`src/rtl/bsfe_pkg.sv`:
```
`timescale 1ns / 1ps
// ----------------------------------------------------------------------------
// Byte-stuffed frame encoder package
// Shared types, register map and constants of the frame encoder.
// ----------------------------------------------------------------------------
package bsfe_pkg;

  localparam int unsigned SEQ_SHIFT  = 6;
  localparam int unsigned ADDR_W     = 5;
  localparam int unsigned DATA_W     = 32;
  localparam int unsigned FIFO_DEPTH = 2;

  typedef enum logic [2:0] {
    REG_FLAG   = 3'd0,
    REG_ESCAPE = 3'd1,
    REG_MASK   = 3'd2,
    REG_ADDR   = 3'd3,
    REG_CTRL   = 3'd4
  } reg_idx_e;

  typedef struct packed {
    logic [7:0] flag_byte;
    logic [7:0] escape_byte;
    logic [7:0] stuff_mask;
    logic [7:0] address_value;
    logic [7:0] info_control_base;
  } cfg_t;

  localparam cfg_t CFG_RESET = '{
    flag_byte:         8'h7E,
    escape_byte:       8'h7D,
    stuff_mask:        8'h20,
    address_value:     8'h03,
    info_control_base: 8'h00
  };

  // One classified transaction handed from the front to the back.
  typedef struct packed {
    logic [7:0] data;
    logic [7:0] check;
    logic       first;
    logic       last;
    logic       seq;
  } entry_t;

  typedef struct packed {
    logic empty;
    logic full;
  } fifo_status_t;

endpackage

```
`src/rtl/bsfe_intf.sv`:
```
`timescale 1ns / 1ps
// ----------------------------------------------------------------------------
// Byte-stuffed frame encoder channels
// Valid/ready channels for payload input and line byte output.
// ----------------------------------------------------------------------------
interface bsfe_in_if;
  logic       valid;
  logic       ready;
  logic [7:0] payload_byte;
  logic       frame_last;
  logic       seq_bit;

  modport source (output valid, output payload_byte, output frame_last, output seq_bit,
                  input ready);
  modport sink (input valid, input payload_byte, input frame_last, input seq_bit,
                output ready);
endinterface

interface bsfe_out_if;
  logic       valid;
  logic       ready;
  logic [7:0] line_byte;
  logic       run_last;
  logic       close_flag;

  modport source (output valid, output line_byte, output run_last, output close_flag,
                  input ready);
  modport sink (input valid, input line_byte, input run_last, input close_flag,
                output ready);
endinterface

```
`src/rtl/bsfe_front.sv`:
```
`timescale 1ns / 1ps
// ----------------------------------------------------------------------------
// Byte-stuffed frame encoder front end
// Accepts payload bytes, tracks frame position and the running payload check.
// ----------------------------------------------------------------------------
module bsfe_front
  import bsfe_pkg::*;
(
  input  logic         clk_i,
  input  logic         rst_ni,
  bsfe_in_if.sink      in_chan_i,
  input  fifo_status_t fifo_status_i,
  output logic         push_o,
  output entry_t       push_entry_o
);

  logic       inside_q, inside_d;
  logic [7:0] check_q, check_d;
  logic [7:0] check_new;
  logic       accept;

  assign in_chan_i.ready = !fifo_status_i.full;
  assign accept          = in_chan_i.valid && in_chan_i.ready;
  assign check_new       = (inside_q ? check_q : 8'h00) ^ in_chan_i.payload_byte;

  always_comb begin
    push_o             = accept;
    push_entry_o.data  = in_chan_i.payload_byte;
    push_entry_o.check = check_new;
    push_entry_o.first = !inside_q;
    push_entry_o.last  = in_chan_i.frame_last;
    push_entry_o.seq   = in_chan_i.seq_bit;
    inside_d           = inside_q;
    check_d            = check_q;
    if (accept) begin
      inside_d = !in_chan_i.frame_last;
      check_d  = in_chan_i.frame_last ? 8'h00 : check_new;
    end
  end

  always_ff @(posedge clk_i or negedge rst_ni) begin
    if (!rst_ni) begin
      inside_q <= 1'b0;
      check_q  <= 8'h00;
    end else begin
      inside_q <= inside_d;
      check_q  <= check_d;
    end
  end

endmodule

```
`src/rtl/bsfe_fifo.sv`:
```
`timescale 1ns / 1ps
// ----------------------------------------------------------------------------
// Byte-stuffed frame encoder queue
// Short queue of classified transactions between the front and the back.
// ----------------------------------------------------------------------------
module bsfe_fifo
  import bsfe_pkg::*;
(
  input  logic         clk_i,
  input  logic         rst_ni,
  input  logic         push_i,
  input  entry_t       push_entry_i,
  input  logic         pop_i,
  output entry_t       head_o,
  output fifo_status_t status_o
);

  localparam int unsigned PTR_W = $clog2(FIFO_DEPTH);
  localparam int unsigned CNT_W = $clog2(FIFO_DEPTH + 1);

  entry_t             mem_q [FIFO_DEPTH];
  logic [PTR_W-1:0]   wr_ptr_q, wr_ptr_d;
  logic [PTR_W-1:0]   rd_ptr_q, rd_ptr_d;
  logic [CNT_W-1:0]   count_q, count_d;

  assign head_o         = mem_q[rd_ptr_q];
  assign status_o.empty = (count_q == '0);
  assign status_o.full  = (count_q == CNT_W'(FIFO_DEPTH));

  always_comb begin
    wr_ptr_d = wr_ptr_q;
    rd_ptr_d = rd_ptr_q;
    count_d  = count_q;
    if (push_i) begin
      wr_ptr_d = (wr_ptr_q == PTR_W'(FIFO_DEPTH - 1)) ? '0 : wr_ptr_q + 1'b1;
    end
    if (pop_i) begin
      rd_ptr_d = (rd_ptr_q == PTR_W'(FIFO_DEPTH - 1)) ? '0 : rd_ptr_q + 1'b1;
    end
    if (push_i && !pop_i) begin
      count_d = count_q + 1'b1;
    end else if (!push_i && pop_i) begin
      count_d = count_q - 1'b1;
    end
  end

  always_ff @(posedge clk_i) begin
    if (push_i) begin
      mem_q[wr_ptr_q] <= push_entry_i;
    end
  end

  always_ff @(posedge clk_i or negedge rst_ni) begin
    if (!rst_ni) begin
      wr_ptr_q <= '0;
      rd_ptr_q <= '0;
      count_q  <= '0;
    end else begin
      wr_ptr_q <= wr_ptr_d;
      rd_ptr_q <= rd_ptr_d;
      count_q  <= count_d;
    end
  end

endmodule

```
`src/rtl/bsfe_back.sv`:
```
`timescale 1ns / 1ps
// ----------------------------------------------------------------------------
// Byte-stuffed frame encoder back end
// Steps through the bytes of each transaction and stuffs them onto the line.
// ----------------------------------------------------------------------------
module bsfe_back
  import bsfe_pkg::*;
(
  input  logic         clk_i,
  input  logic         rst_ni,
  input  cfg_t         cfg_i,
  input  entry_t       head_i,
  input  fifo_status_t fifo_status_i,
  output logic         pop_o,
  bsfe_out_if.source   out_chan_o
);

  typedef enum logic [7:0] {
    ST_START = 8'b0000_0001,
    ST_OPEN  = 8'b0000_0010,
    ST_ADDR  = 8'b0000_0100,
    ST_CTRL  = 8'b0000_1000,
    ST_HCS   = 8'b0001_0000,
    ST_DATA  = 8'b0010_0000,
    ST_CHECK = 8'b0100_0000,
    ST_CLOSE = 8'b1000_0000
  } slot_e;

  slot_e      state_q, state_d;
  slot_e      cur_slot;
  slot_e      next_slot;
  logic       esc_q, esc_d;
  logic       valid_q, valid_d;
  logic [7:0] byte_q, byte_d;
  logic       run_last_q, run_last_d;
  logic       close_flag_q, close_flag_d;
  logic [7:0] control;
  logic [7:0] raw;
  logic       stuffable;
  logic       needs_esc;
  logic       slot_done;
  logic       entry_done;
  logic       fire;

  assign control  = cfg_i.info_control_base | (8'(head_i.seq) << SEQ_SHIFT);
  assign cur_slot = (state_q == ST_START) ? (head_i.first ? ST_OPEN : ST_DATA) : state_q;
  assign fire     = !fifo_status_i.empty && (!valid_q || out_chan_o.ready);

  always_comb begin
    raw       = head_i.data;
    stuffable = 1'b1;
    next_slot = ST_START;
    case (cur_slot)
      ST_OPEN: begin
        raw       = cfg_i.flag_byte;
        stuffable = 1'b0;
        next_slot = ST_ADDR;
      end
      ST_ADDR: begin
        raw       = cfg_i.address_value;
        next_slot = ST_CTRL;
      end
      ST_CTRL: begin
        raw       = control;
        next_slot = ST_HCS;
      end
      ST_HCS: begin
        raw       = cfg_i.address_value ^ control;
        next_slot = ST_DATA;
      end
      ST_DATA: begin
        raw       = head_i.data;
        next_slot = head_i.last ? ST_CHECK : ST_START;
      end
      ST_CHECK: begin
        raw       = head_i.check;
        next_slot = ST_CLOSE;
      end
      ST_CLOSE: begin
        raw       = cfg_i.flag_byte;
        stuffable = 1'b0;
        next_slot = ST_START;
      end
      default: begin
        raw       = head_i.data;
        stuffable = 1'b0;
        next_slot = ST_START;
      end
    endcase
  end

  assign needs_esc  = stuffable && (raw == cfg_i.flag_byte || raw == cfg_i.escape_byte);
  assign slot_done  = esc_q || !needs_esc;
  assign entry_done = slot_done && (next_slot == ST_START);
  assign pop_o      = fire && entry_done;

  always_comb begin
    state_d      = state_q;
    esc_d        = esc_q;
    byte_d       = byte_q;
    run_last_d   = run_last_q;
    close_flag_d = close_flag_q;
    valid_d      = valid_q && !out_chan_o.ready;
    if (fire) begin
      valid_d      = 1'b1;
      run_last_d   = entry_done;
      close_flag_d = (cur_slot == ST_CLOSE);
      if (esc_q) begin
        byte_d = raw ^ cfg_i.stuff_mask;
      end else if (needs_esc) begin
        byte_d = cfg_i.escape_byte;
      end else begin
        byte_d = raw;
      end
      esc_d   = !slot_done;
      state_d = slot_done ? next_slot : cur_slot;
    end
  end

  always_ff @(posedge clk_i or negedge rst_ni) begin
    if (!rst_ni) begin
      state_q <= ST_START;
      esc_q   <= 1'b0;
      valid_q <= 1'b0;
    end else begin
      state_q <= state_d;
      esc_q   <= esc_d;
      valid_q <= valid_d;
    end
  end

  always_ff @(posedge clk_i) begin
    byte_q       <= byte_d;
    run_last_q   <= run_last_d;
    close_flag_q <= close_flag_d;
  end

  assign out_chan_o.valid      = valid_q;
  assign out_chan_o.line_byte  = byte_q;
  assign out_chan_o.run_last   = run_last_q;
  assign out_chan_o.close_flag = close_flag_q;

endmodule

```
`src/rtl/byte_stuffed_info_frame_encoder_top.sv`:
```
`timescale 1ns / 1ps
// ----------------------------------------------------------------------------
// Byte-stuffed information frame encoder
// Frames payload bytes with flags, header, payload check and byte stuffing.
// ----------------------------------------------------------------------------
// Path: an accepted transaction is written into the queue, and the back end then registers
// each of its line bytes in its single output register.
// Throughput: one line byte per cycle while the output is ready and the queue holds a
// transaction; a transaction causes 1 to 12 line bytes, which the back end steps through.
// Reset: asynchronous and active low; the configuration registers return to their defaults and the
// queue and frame state are cleared at once, with no clearing pass.
module byte_stuffed_info_frame_encoder_top
  import bsfe_pkg::*;
(
  input  logic              clk_i,
  input  logic              rst_ni,
  bsfe_in_if.sink           in_chan_i,
  bsfe_out_if.source        out_chan_o,
  input  logic              psel,
  input  logic              penable,
  input  logic              pwrite,
  input  logic [ADDR_W-1:0] paddr,
  input  logic [DATA_W-1:0] pwdata,
  output logic [DATA_W-1:0] prdata,
  output logic              pready
);

  cfg_t         cfg_q, cfg_d;
  fifo_status_t fifo_status;
  entry_t       push_entry;
  entry_t       head;
  logic         push;
  logic         pop;
  logic [2:0]   reg_idx;
  logic         wr_en;

  assign pready  = 1'b1;
  assign reg_idx = paddr[ADDR_W-1:2];
  assign wr_en   = psel && penable && pwrite && pready;

  always_comb begin
    cfg_d = cfg_q;
    if (wr_en) begin
      case (reg_idx)
        REG_FLAG:   cfg_d.flag_byte         = pwdata[7:0];
        REG_ESCAPE: cfg_d.escape_byte       = pwdata[7:0];
        REG_MASK:   cfg_d.stuff_mask        = pwdata[7:0];
        REG_ADDR:   cfg_d.address_value     = pwdata[7:0];
        REG_CTRL:   cfg_d.info_control_base = pwdata[7:0];
        default:    cfg_d = cfg_q;
      endcase
    end
  end

  always_comb begin
    case (reg_idx)
      REG_FLAG:   prdata = {24'h0, cfg_q.flag_byte};
      REG_ESCAPE: prdata = {24'h0, cfg_q.escape_byte};
      REG_MASK:   prdata = {24'h0, cfg_q.stuff_mask};
      REG_ADDR:   prdata = {24'h0, cfg_q.address_value};
      REG_CTRL:   prdata = {24'h0, cfg_q.info_control_base};
      default:    prdata = '0;
    endcase
  end

  always_ff @(posedge clk_i or negedge rst_ni) begin
    if (!rst_ni) begin
      cfg_q <= CFG_RESET;
    end else begin
      cfg_q <= cfg_d;
    end
  end

  bsfe_front u_front (
    .clk_i         (clk_i),
    .rst_ni        (rst_ni),
    .in_chan_i     (in_chan_i),
    .fifo_status_i (fifo_status),
    .push_o        (push),
    .push_entry_o  (push_entry)
  );

  bsfe_fifo u_fifo (
    .clk_i        (clk_i),
    .rst_ni       (rst_ni),
    .push_i       (push),
    .push_entry_i (push_entry),
    .pop_i        (pop),
    .head_o       (head),
    .status_o     (fifo_status)
  );

  bsfe_back u_back (
    .clk_i         (clk_i),
    .rst_ni        (rst_ni),
    .cfg_i         (cfg_q),
    .head_i        (head),
    .fifo_status_i (fifo_status),
    .pop_o         (pop),
    .out_chan_o    (out_chan_o)
  );

  a_close_ends_run: assert property (@(posedge clk_i) disable iff (!rst_ni)
    out_chan_o.valid && out_chan_o.close_flag |-> out_chan_o.run_last)
    else $error("Closing flag not marked as the last byte of its transaction.");

  a_close_is_flag: assert property (@(posedge clk_i) disable iff (!rst_ni)
    out_chan_o.valid && out_chan_o.close_flag |-> out_chan_o.line_byte == cfg_q.flag_byte)
    else $error("Closing byte differs from the flag byte.");

  a_queue_drains: assert property (@(posedge clk_i) disable iff (!rst_ni)
    !fifo_status.empty && !out_chan_o.valid |=> out_chan_o.valid)
    else $error("Back end idle while the queue holds a transaction.");

  a_pop_not_empty: assert property (@(posedge clk_i) disable iff (!rst_ni)
    pop |-> !fifo_status.empty)
    else $error("Queue popped while empty.");

endmodule

```
`src/flat_wrapper.sv`:
```
// flat-port wrapper written by rule: the top's interface ports become plain ports
module byte_stuffed_info_frame_encoder_top_flat import bsfe_pkg::*;
  (clk_i, rst_ni, psel, penable, pwrite, paddr, pwdata, prdata, pready, in_chan_i_valid, in_chan_i_payload_byte, in_chan_i_frame_last, in_chan_i_seq_bit, in_chan_i_ready, out_chan_o_valid, out_chan_o_line_byte, out_chan_o_run_last, out_chan_o_close_flag, out_chan_o_ready);
  bsfe_in_if in_chan_i_i ();
  bsfe_out_if out_chan_o_i ();
  input  logic clk_i;
  input  logic rst_ni;
  input  logic psel;
  input  logic penable;
  input  logic pwrite;
  input  logic [ADDR_W-1:0] paddr;
  input  logic [DATA_W-1:0] pwdata;
  output logic [DATA_W-1:0] prdata;
  output logic pready;
  input wire logic [$bits(in_chan_i_i.valid)-1:0] in_chan_i_valid;
  input wire logic [$bits(in_chan_i_i.payload_byte)-1:0] in_chan_i_payload_byte;
  input wire logic [$bits(in_chan_i_i.frame_last)-1:0] in_chan_i_frame_last;
  input wire logic [$bits(in_chan_i_i.seq_bit)-1:0] in_chan_i_seq_bit;
  output wire logic [$bits(in_chan_i_i.ready)-1:0] in_chan_i_ready;
  output wire logic [$bits(out_chan_o_i.valid)-1:0] out_chan_o_valid;
  output wire logic [$bits(out_chan_o_i.line_byte)-1:0] out_chan_o_line_byte;
  output wire logic [$bits(out_chan_o_i.run_last)-1:0] out_chan_o_run_last;
  output wire logic [$bits(out_chan_o_i.close_flag)-1:0] out_chan_o_close_flag;
  input wire logic [$bits(out_chan_o_i.ready)-1:0] out_chan_o_ready;
  assign in_chan_i_i.valid = in_chan_i_valid;
  assign in_chan_i_i.payload_byte = in_chan_i_payload_byte;
  assign in_chan_i_i.frame_last = in_chan_i_frame_last;
  assign in_chan_i_i.seq_bit = in_chan_i_seq_bit;
  assign in_chan_i_ready = in_chan_i_i.ready;
  assign out_chan_o_valid = out_chan_o_i.valid;
  assign out_chan_o_line_byte = out_chan_o_i.line_byte;
  assign out_chan_o_run_last = out_chan_o_i.run_last;
  assign out_chan_o_close_flag = out_chan_o_i.close_flag;
  assign out_chan_o_i.ready = out_chan_o_ready;
  byte_stuffed_info_frame_encoder_top u_core (.clk_i(clk_i), .rst_ni(rst_ni), .in_chan_i(in_chan_i_i), .out_chan_o(out_chan_o_i), .psel(psel), .penable(penable), .pwrite(pwrite), .paddr(paddr), .pwdata(pwdata), .prdata(prdata), .pready(pready));
endmodule
```
`config.mk`:
```
export PLATFORM = sky130hd
export DESIGN_NAME = byte_stuffed_info_frame_encoder_top_flat
export DESIGN_NICKNAME = d
export VERILOG_FILES = /design/src/rtl/bsfe_pkg.sv /design/src/rtl/bsfe_intf.sv /design/src/rtl/bsfe_front.sv /design/src/rtl/bsfe_fifo.sv /design/src/rtl/bsfe_back.sv /design/src/rtl/byte_stuffed_info_frame_encoder_top.sv /design/src/flat_wrapper.sv
export SDC_FILE = /design/constraint.sdc
export NUM_CORES = 1
export LEC_CHECK = 0
export ABC_CLOCK_PERIOD_IN_PS = 8600
export BUFFER_PORTS_ARGS = -buffer_cell sky130_fd_sc_hd__buf_2
export CAP_MARGIN = 30
export CORE_ASPECT_RATIO = 1.25
export CORE_UTILIZATION = 30
export CTS_BUF_LIST = sky130_fd_sc_hd__clkbuf_8
export CTS_CLUSTER_SIZE = 40
export DETAILED_ROUTE_END_ITERATION = 16
export PLACE_DENSITY = 0.53
export SLEW_MARGIN = 40
export SYNTH_ARGS = -nofsm -noshare
export SYNTH_HDL_FRONTEND = slang
export SYNTH_SLANG_ARGS = --single-unit
```
`constraint.sdc`:
```
create_clock -name clk_i -period 8.6 [get_ports clk_i]
set_input_delay 2.58 -clock clk_i [delete_from_list [all_inputs] [get_ports clk_i]]
set_output_delay 2.58 -clock clk_i [all_outputs]
set_load 0.005 [all_outputs]
```
==> summary.md <==
| Metric | Value |
|---|---|
| Global placement routability congestion | `around 0.88` |
| Critical Path Start Type | `input port` |
| Critical Path Sink Type | `output pin` |
| Antenna Diode Count | `0` |
| Post-route antenna net violation count | `0` |
| Commonest non-fill, non-tap cell in the layout | `sky130_fd_sc_hd__edfxtp_1` |
| Clock tree skew after final layout | `about 7 ps` |
| Post-CTS Setup Repair Bufs | `0` |
| RSZ-0062 raised after global routing | `no` |
| Area enclosed by the die boundary | `between 0.02 and 0.025 sq mm` |
| Tot GR Track Use | `0.1527` |
| Die Wd | `~130 um` |
| Port bufs | `47` |
| Proportion of synthesized flip-flops having asynchronous set or reset | `0.5676` |
| Reg2reg path depth | `13` |
| Root buf cell | `sky130_fd_sc_hd__clkbuf_8` |
| Reported net switching power | `between 900 and 1000 uW` |
| Post-route setup TNS | `0 ps` |
| Share of post-route cells with drive strength above 1 | `0.2548` |
| Worst min path class | `flop to flop` |
| Max clock buf depth | `2` |
| Vias in the first global route | `4202` |
| Count of state elements after synthesis | `111` |
| Warnings from Yosys | `0` |
| Detail-routed via count per cell | `roughly 5` |
| Sinks on Clock Net | `111` |
| Period minus WS final | `6480 ps` |
| Num rows | `58` |
| Global-route wire length before repair | `about 24 mm` |
| Inserted Clock Buffers | `9` |
| 1st-pass router iterations | `5` |
| IO Pins | `99` |
| Leak | `approximately 0.0027 uW` |
| Tightest Pin Transition | `around 790 ps` |
| Highest-count cells in the layout ignoring fill and taps | `48 x sky130_fd_sc_hd__edfxtp_1, 47 x sky130_fd_sc_hd__buf_2, 47 x sky130_fd_sc_hd__dfrtp_1, 43 x sky130_fd_sc_hd__mux2_2, 34 x sky130_fd_sc_hd__mux2i_1` |
| Post-route DRC violation count | `0` |
| Sequential Power Share | `0.387` |
| Hold depth | `1` |
| Max Cap Violations | `0` |
| Clock share of power | `0.140` |
| Utilization of the core after routing | `0.3371` |
| Data required, critical path | `around 6000 ps` |
| Maximum number of pins on one net before global-route repair | `64` |
| Routed via count | `approximately 4300` |
| Cell area after synthesis | `roughly 0.0062 sq mm` |
| Internal power contribution | `between 1000 and 1500 uW` |
| Remaining max-slew budget at the tightest pin | `0.4737` |
| Overall die height | `around 160 um` |
| Final routed wirelength across all metal layers | `between 15 and 20 mm` |
| Ys flop type | `sky130_fd_sc_hd__edfxtp_1` |
| Start point of the critical path | `paddr[3]` |
| Net switching share of the total power | `0.4088` |
| Comb power frac | `0.473` |
| Routed wire length per instance | `about 18 um` |
| CTS-repair resized insts | `0` |
| Share of the clock period used by the worst path after layout | `0.7535` |
| Number of setup violations in the final report | `0` |
| Register clock-pin slew on the reported worst setup and hold paths | `~100 ps` |
| Total power consumption of the routed design | `about 2300 uW` |
| Worst reg2reg startpoint | `u_core.u_fifo.rd_ptr_q` |
| Initial detailed-routing violation count | `roughly 360` |
| Pins Over Slew Limit | `0` |
| Upper clock frequency limit | `around 0.15 GHz` |
| Path type of the worst setup path | `input port to output pin` |
| Maximum fanout along the worst path | `19` |
| Global route overflow | `0` |
| Post-synth cell types | `73` |
| Outcome | `completed` |
| Number of antenna violations at the first check in global routing | `0` |
| Worst endpoint data arrival time | `3900 ps` |
| Hold slack | `between 400 and 500 ps` |
| Average instance area after synthesis | `~11 sq um` |
| Area added between synthesis and finish | `10.17%` |
| Gate Count Post-Synth | `roughly 540` |
| Clock tree from TritonCTS | `built` |
| Core area | `0.02010 sq mm` |
| Largest vdd supply drop | `approximately 0.15 mV` |
| Final hold violation count | `0` |
| Initial core utilization | `0.3060` |
| PD cells | `around 340 mW/mm^2` |
| Worst hold path startpoint | `u_core.u_fifo.wr_ptr_q` |
| Clock latency reported for the late side of the worst-skew pair | `approximately 380 ps` |
| H-tree depth | `3` |
| Sequential area share after synthesis | `0.4939` |
| Number of buffers added to fix hold violations after cts | `0` |
| HPWL reported at the end of detailed placement | `about 11 mm` |
| Number of flops mapped to enable cells by yosys | `48` |
| Net total in the final layout | `627` |
-- registers in the layout, summed over array words and instances (netlist names) --
register and flops:
u_core.u_fifo.rd_ptr_q 1, u_core.u_back.state_q 8, u_core.u_back.out_chan_o.close_flag 1, u_core.u_front.inside_q 1, u_core.u_back.out_chan_o.line_byte 8, u_core.u_front.check_q 8, u_core.cfg_q 40, u_core.u_fifo.mem_q 38
u_core.u_back.out_chan_o.run_last 1, u_core.u_back.esc_q 1, u_core.u_back.out_chan_o.valid 1, u_core.u_fifo.count_q 2, u_core.u_fifo.wr_ptr_q 1
-- worst paths after layout --
kind	slack, ps	endpoint
worst max-delay path	2120	prdata[5]
worst min-delay path	500	u_core.u_fifo.wr_ptr_q
worst max register to register	4160	u_core.u_fifo.count_q[1]
worst min register to register	500	u_core.u_fifo.wr_ptr_q
max in group asynchronous	5900	u_core.u_front.check_q[1]
min in group asynchronous	2260	u_core.cfg_q[31]
-- through the flow --
step	worst slack, ps	cells	area (sq um)
final	2120	847	6777
after global routing	2079	847	6777
after CTS	2162	847	6769
after detailed placement	2152	831	6564
after global placement	2232	831	6548
after floorplan	2139	558	6237
-- Yosys cell counts, drive strengths merged, types with 3 or more instances --
cell type  number  area, sq um
edfxtp         48         1441
clkbuf         15        56.30
nand2          32        120.1
nor3           13        65.06
dfrtp          47         1176
nor2b           8        50.05
o22ai          14        93.84
o32ai           3        26.28
or3             8        50.05
or3b            3        26.28
o31ai           3        36.28
o21ai          12        63.81
nand3b         10        75.07
nor2           26        100.1
xor2           11        96.34
a22o           11        96.34
a22oi           8        60.06
a21oi          12        63.81
a211oi          5        42.54
mux2           45        506.7
nand2b          9        56.30
and2            3        18.77
dfstp          16        420.4
or2             3        18.77
buf            33        236.5
o211ai          4        30.03
nand4           3        18.77
or4             4        37.53
xnor2          26        227.7
a2bb2oi         3        26.28
and3            5        31.28
nor4            4        31.28
nand3          16        80.08
mux2i          34        340.3
inv             8        30.03
-- critical path, cell delays in order --
cell and delay (ps):
sky130_fd_sc_hd__buf_2 270, sky130_fd_sc_hd__nor2b_1 520, sky130_fd_sc_hd__a21oi_1 130, sky130_fd_sc_hd__o22ai_1 240, sky130_fd_sc_hd__buf_2 160
-- routing by layer --
layer  up-vias  part of all wire  GRT usage
met1      2084              0.43     0.1887
met2       129              0.50     0.2573
li1       2021                 -          -
met4         0             0.035    0.07294
met3        26             0.036    0.02404
met5         -                 0          0
-- logic make-up after synthesis --
group                      synth area share
other                              0.001221
buffers and inverters               0.05248
AOI/OAI and AO/OA                    0.1243
DFF                                  0.4939
xor gates and xnor gates            0.05268
and+or+nand+nor                      0.1320
muxes                                0.1414
adders and majority gates          0.002034
-- final cells by class --
| cell class | count | area, sq um |
|---|---|---|
| Fill cell | 2048 | 13330 |
| Sequential cell | 111 | 3038 |
| Clock inverter | 6 | 67.56 |
| Tap cell | 270 | 337.8 |
| Multi-Input combinational cell | 391 | 2897 |
| Timing Repair Buffer | 51 | 269.0 |
| Inverter | 8 | 30.03 |
| Clock buffer | 10 | 137.6 |
-- power by group through the flow --
stage | logic, uW | registers, uW | clock network (uW)
CTS | 1100 | 899 | 340
global route | 1230 | 917 | 356
detailed placement | 1100 | 910 | 0
finish | 1100 | 898 | 326
floorplan | 877 | 850 | 0
global placement | 1080 | 906 | 0
No activity file was read; power rests on OpenSTA's default activity.
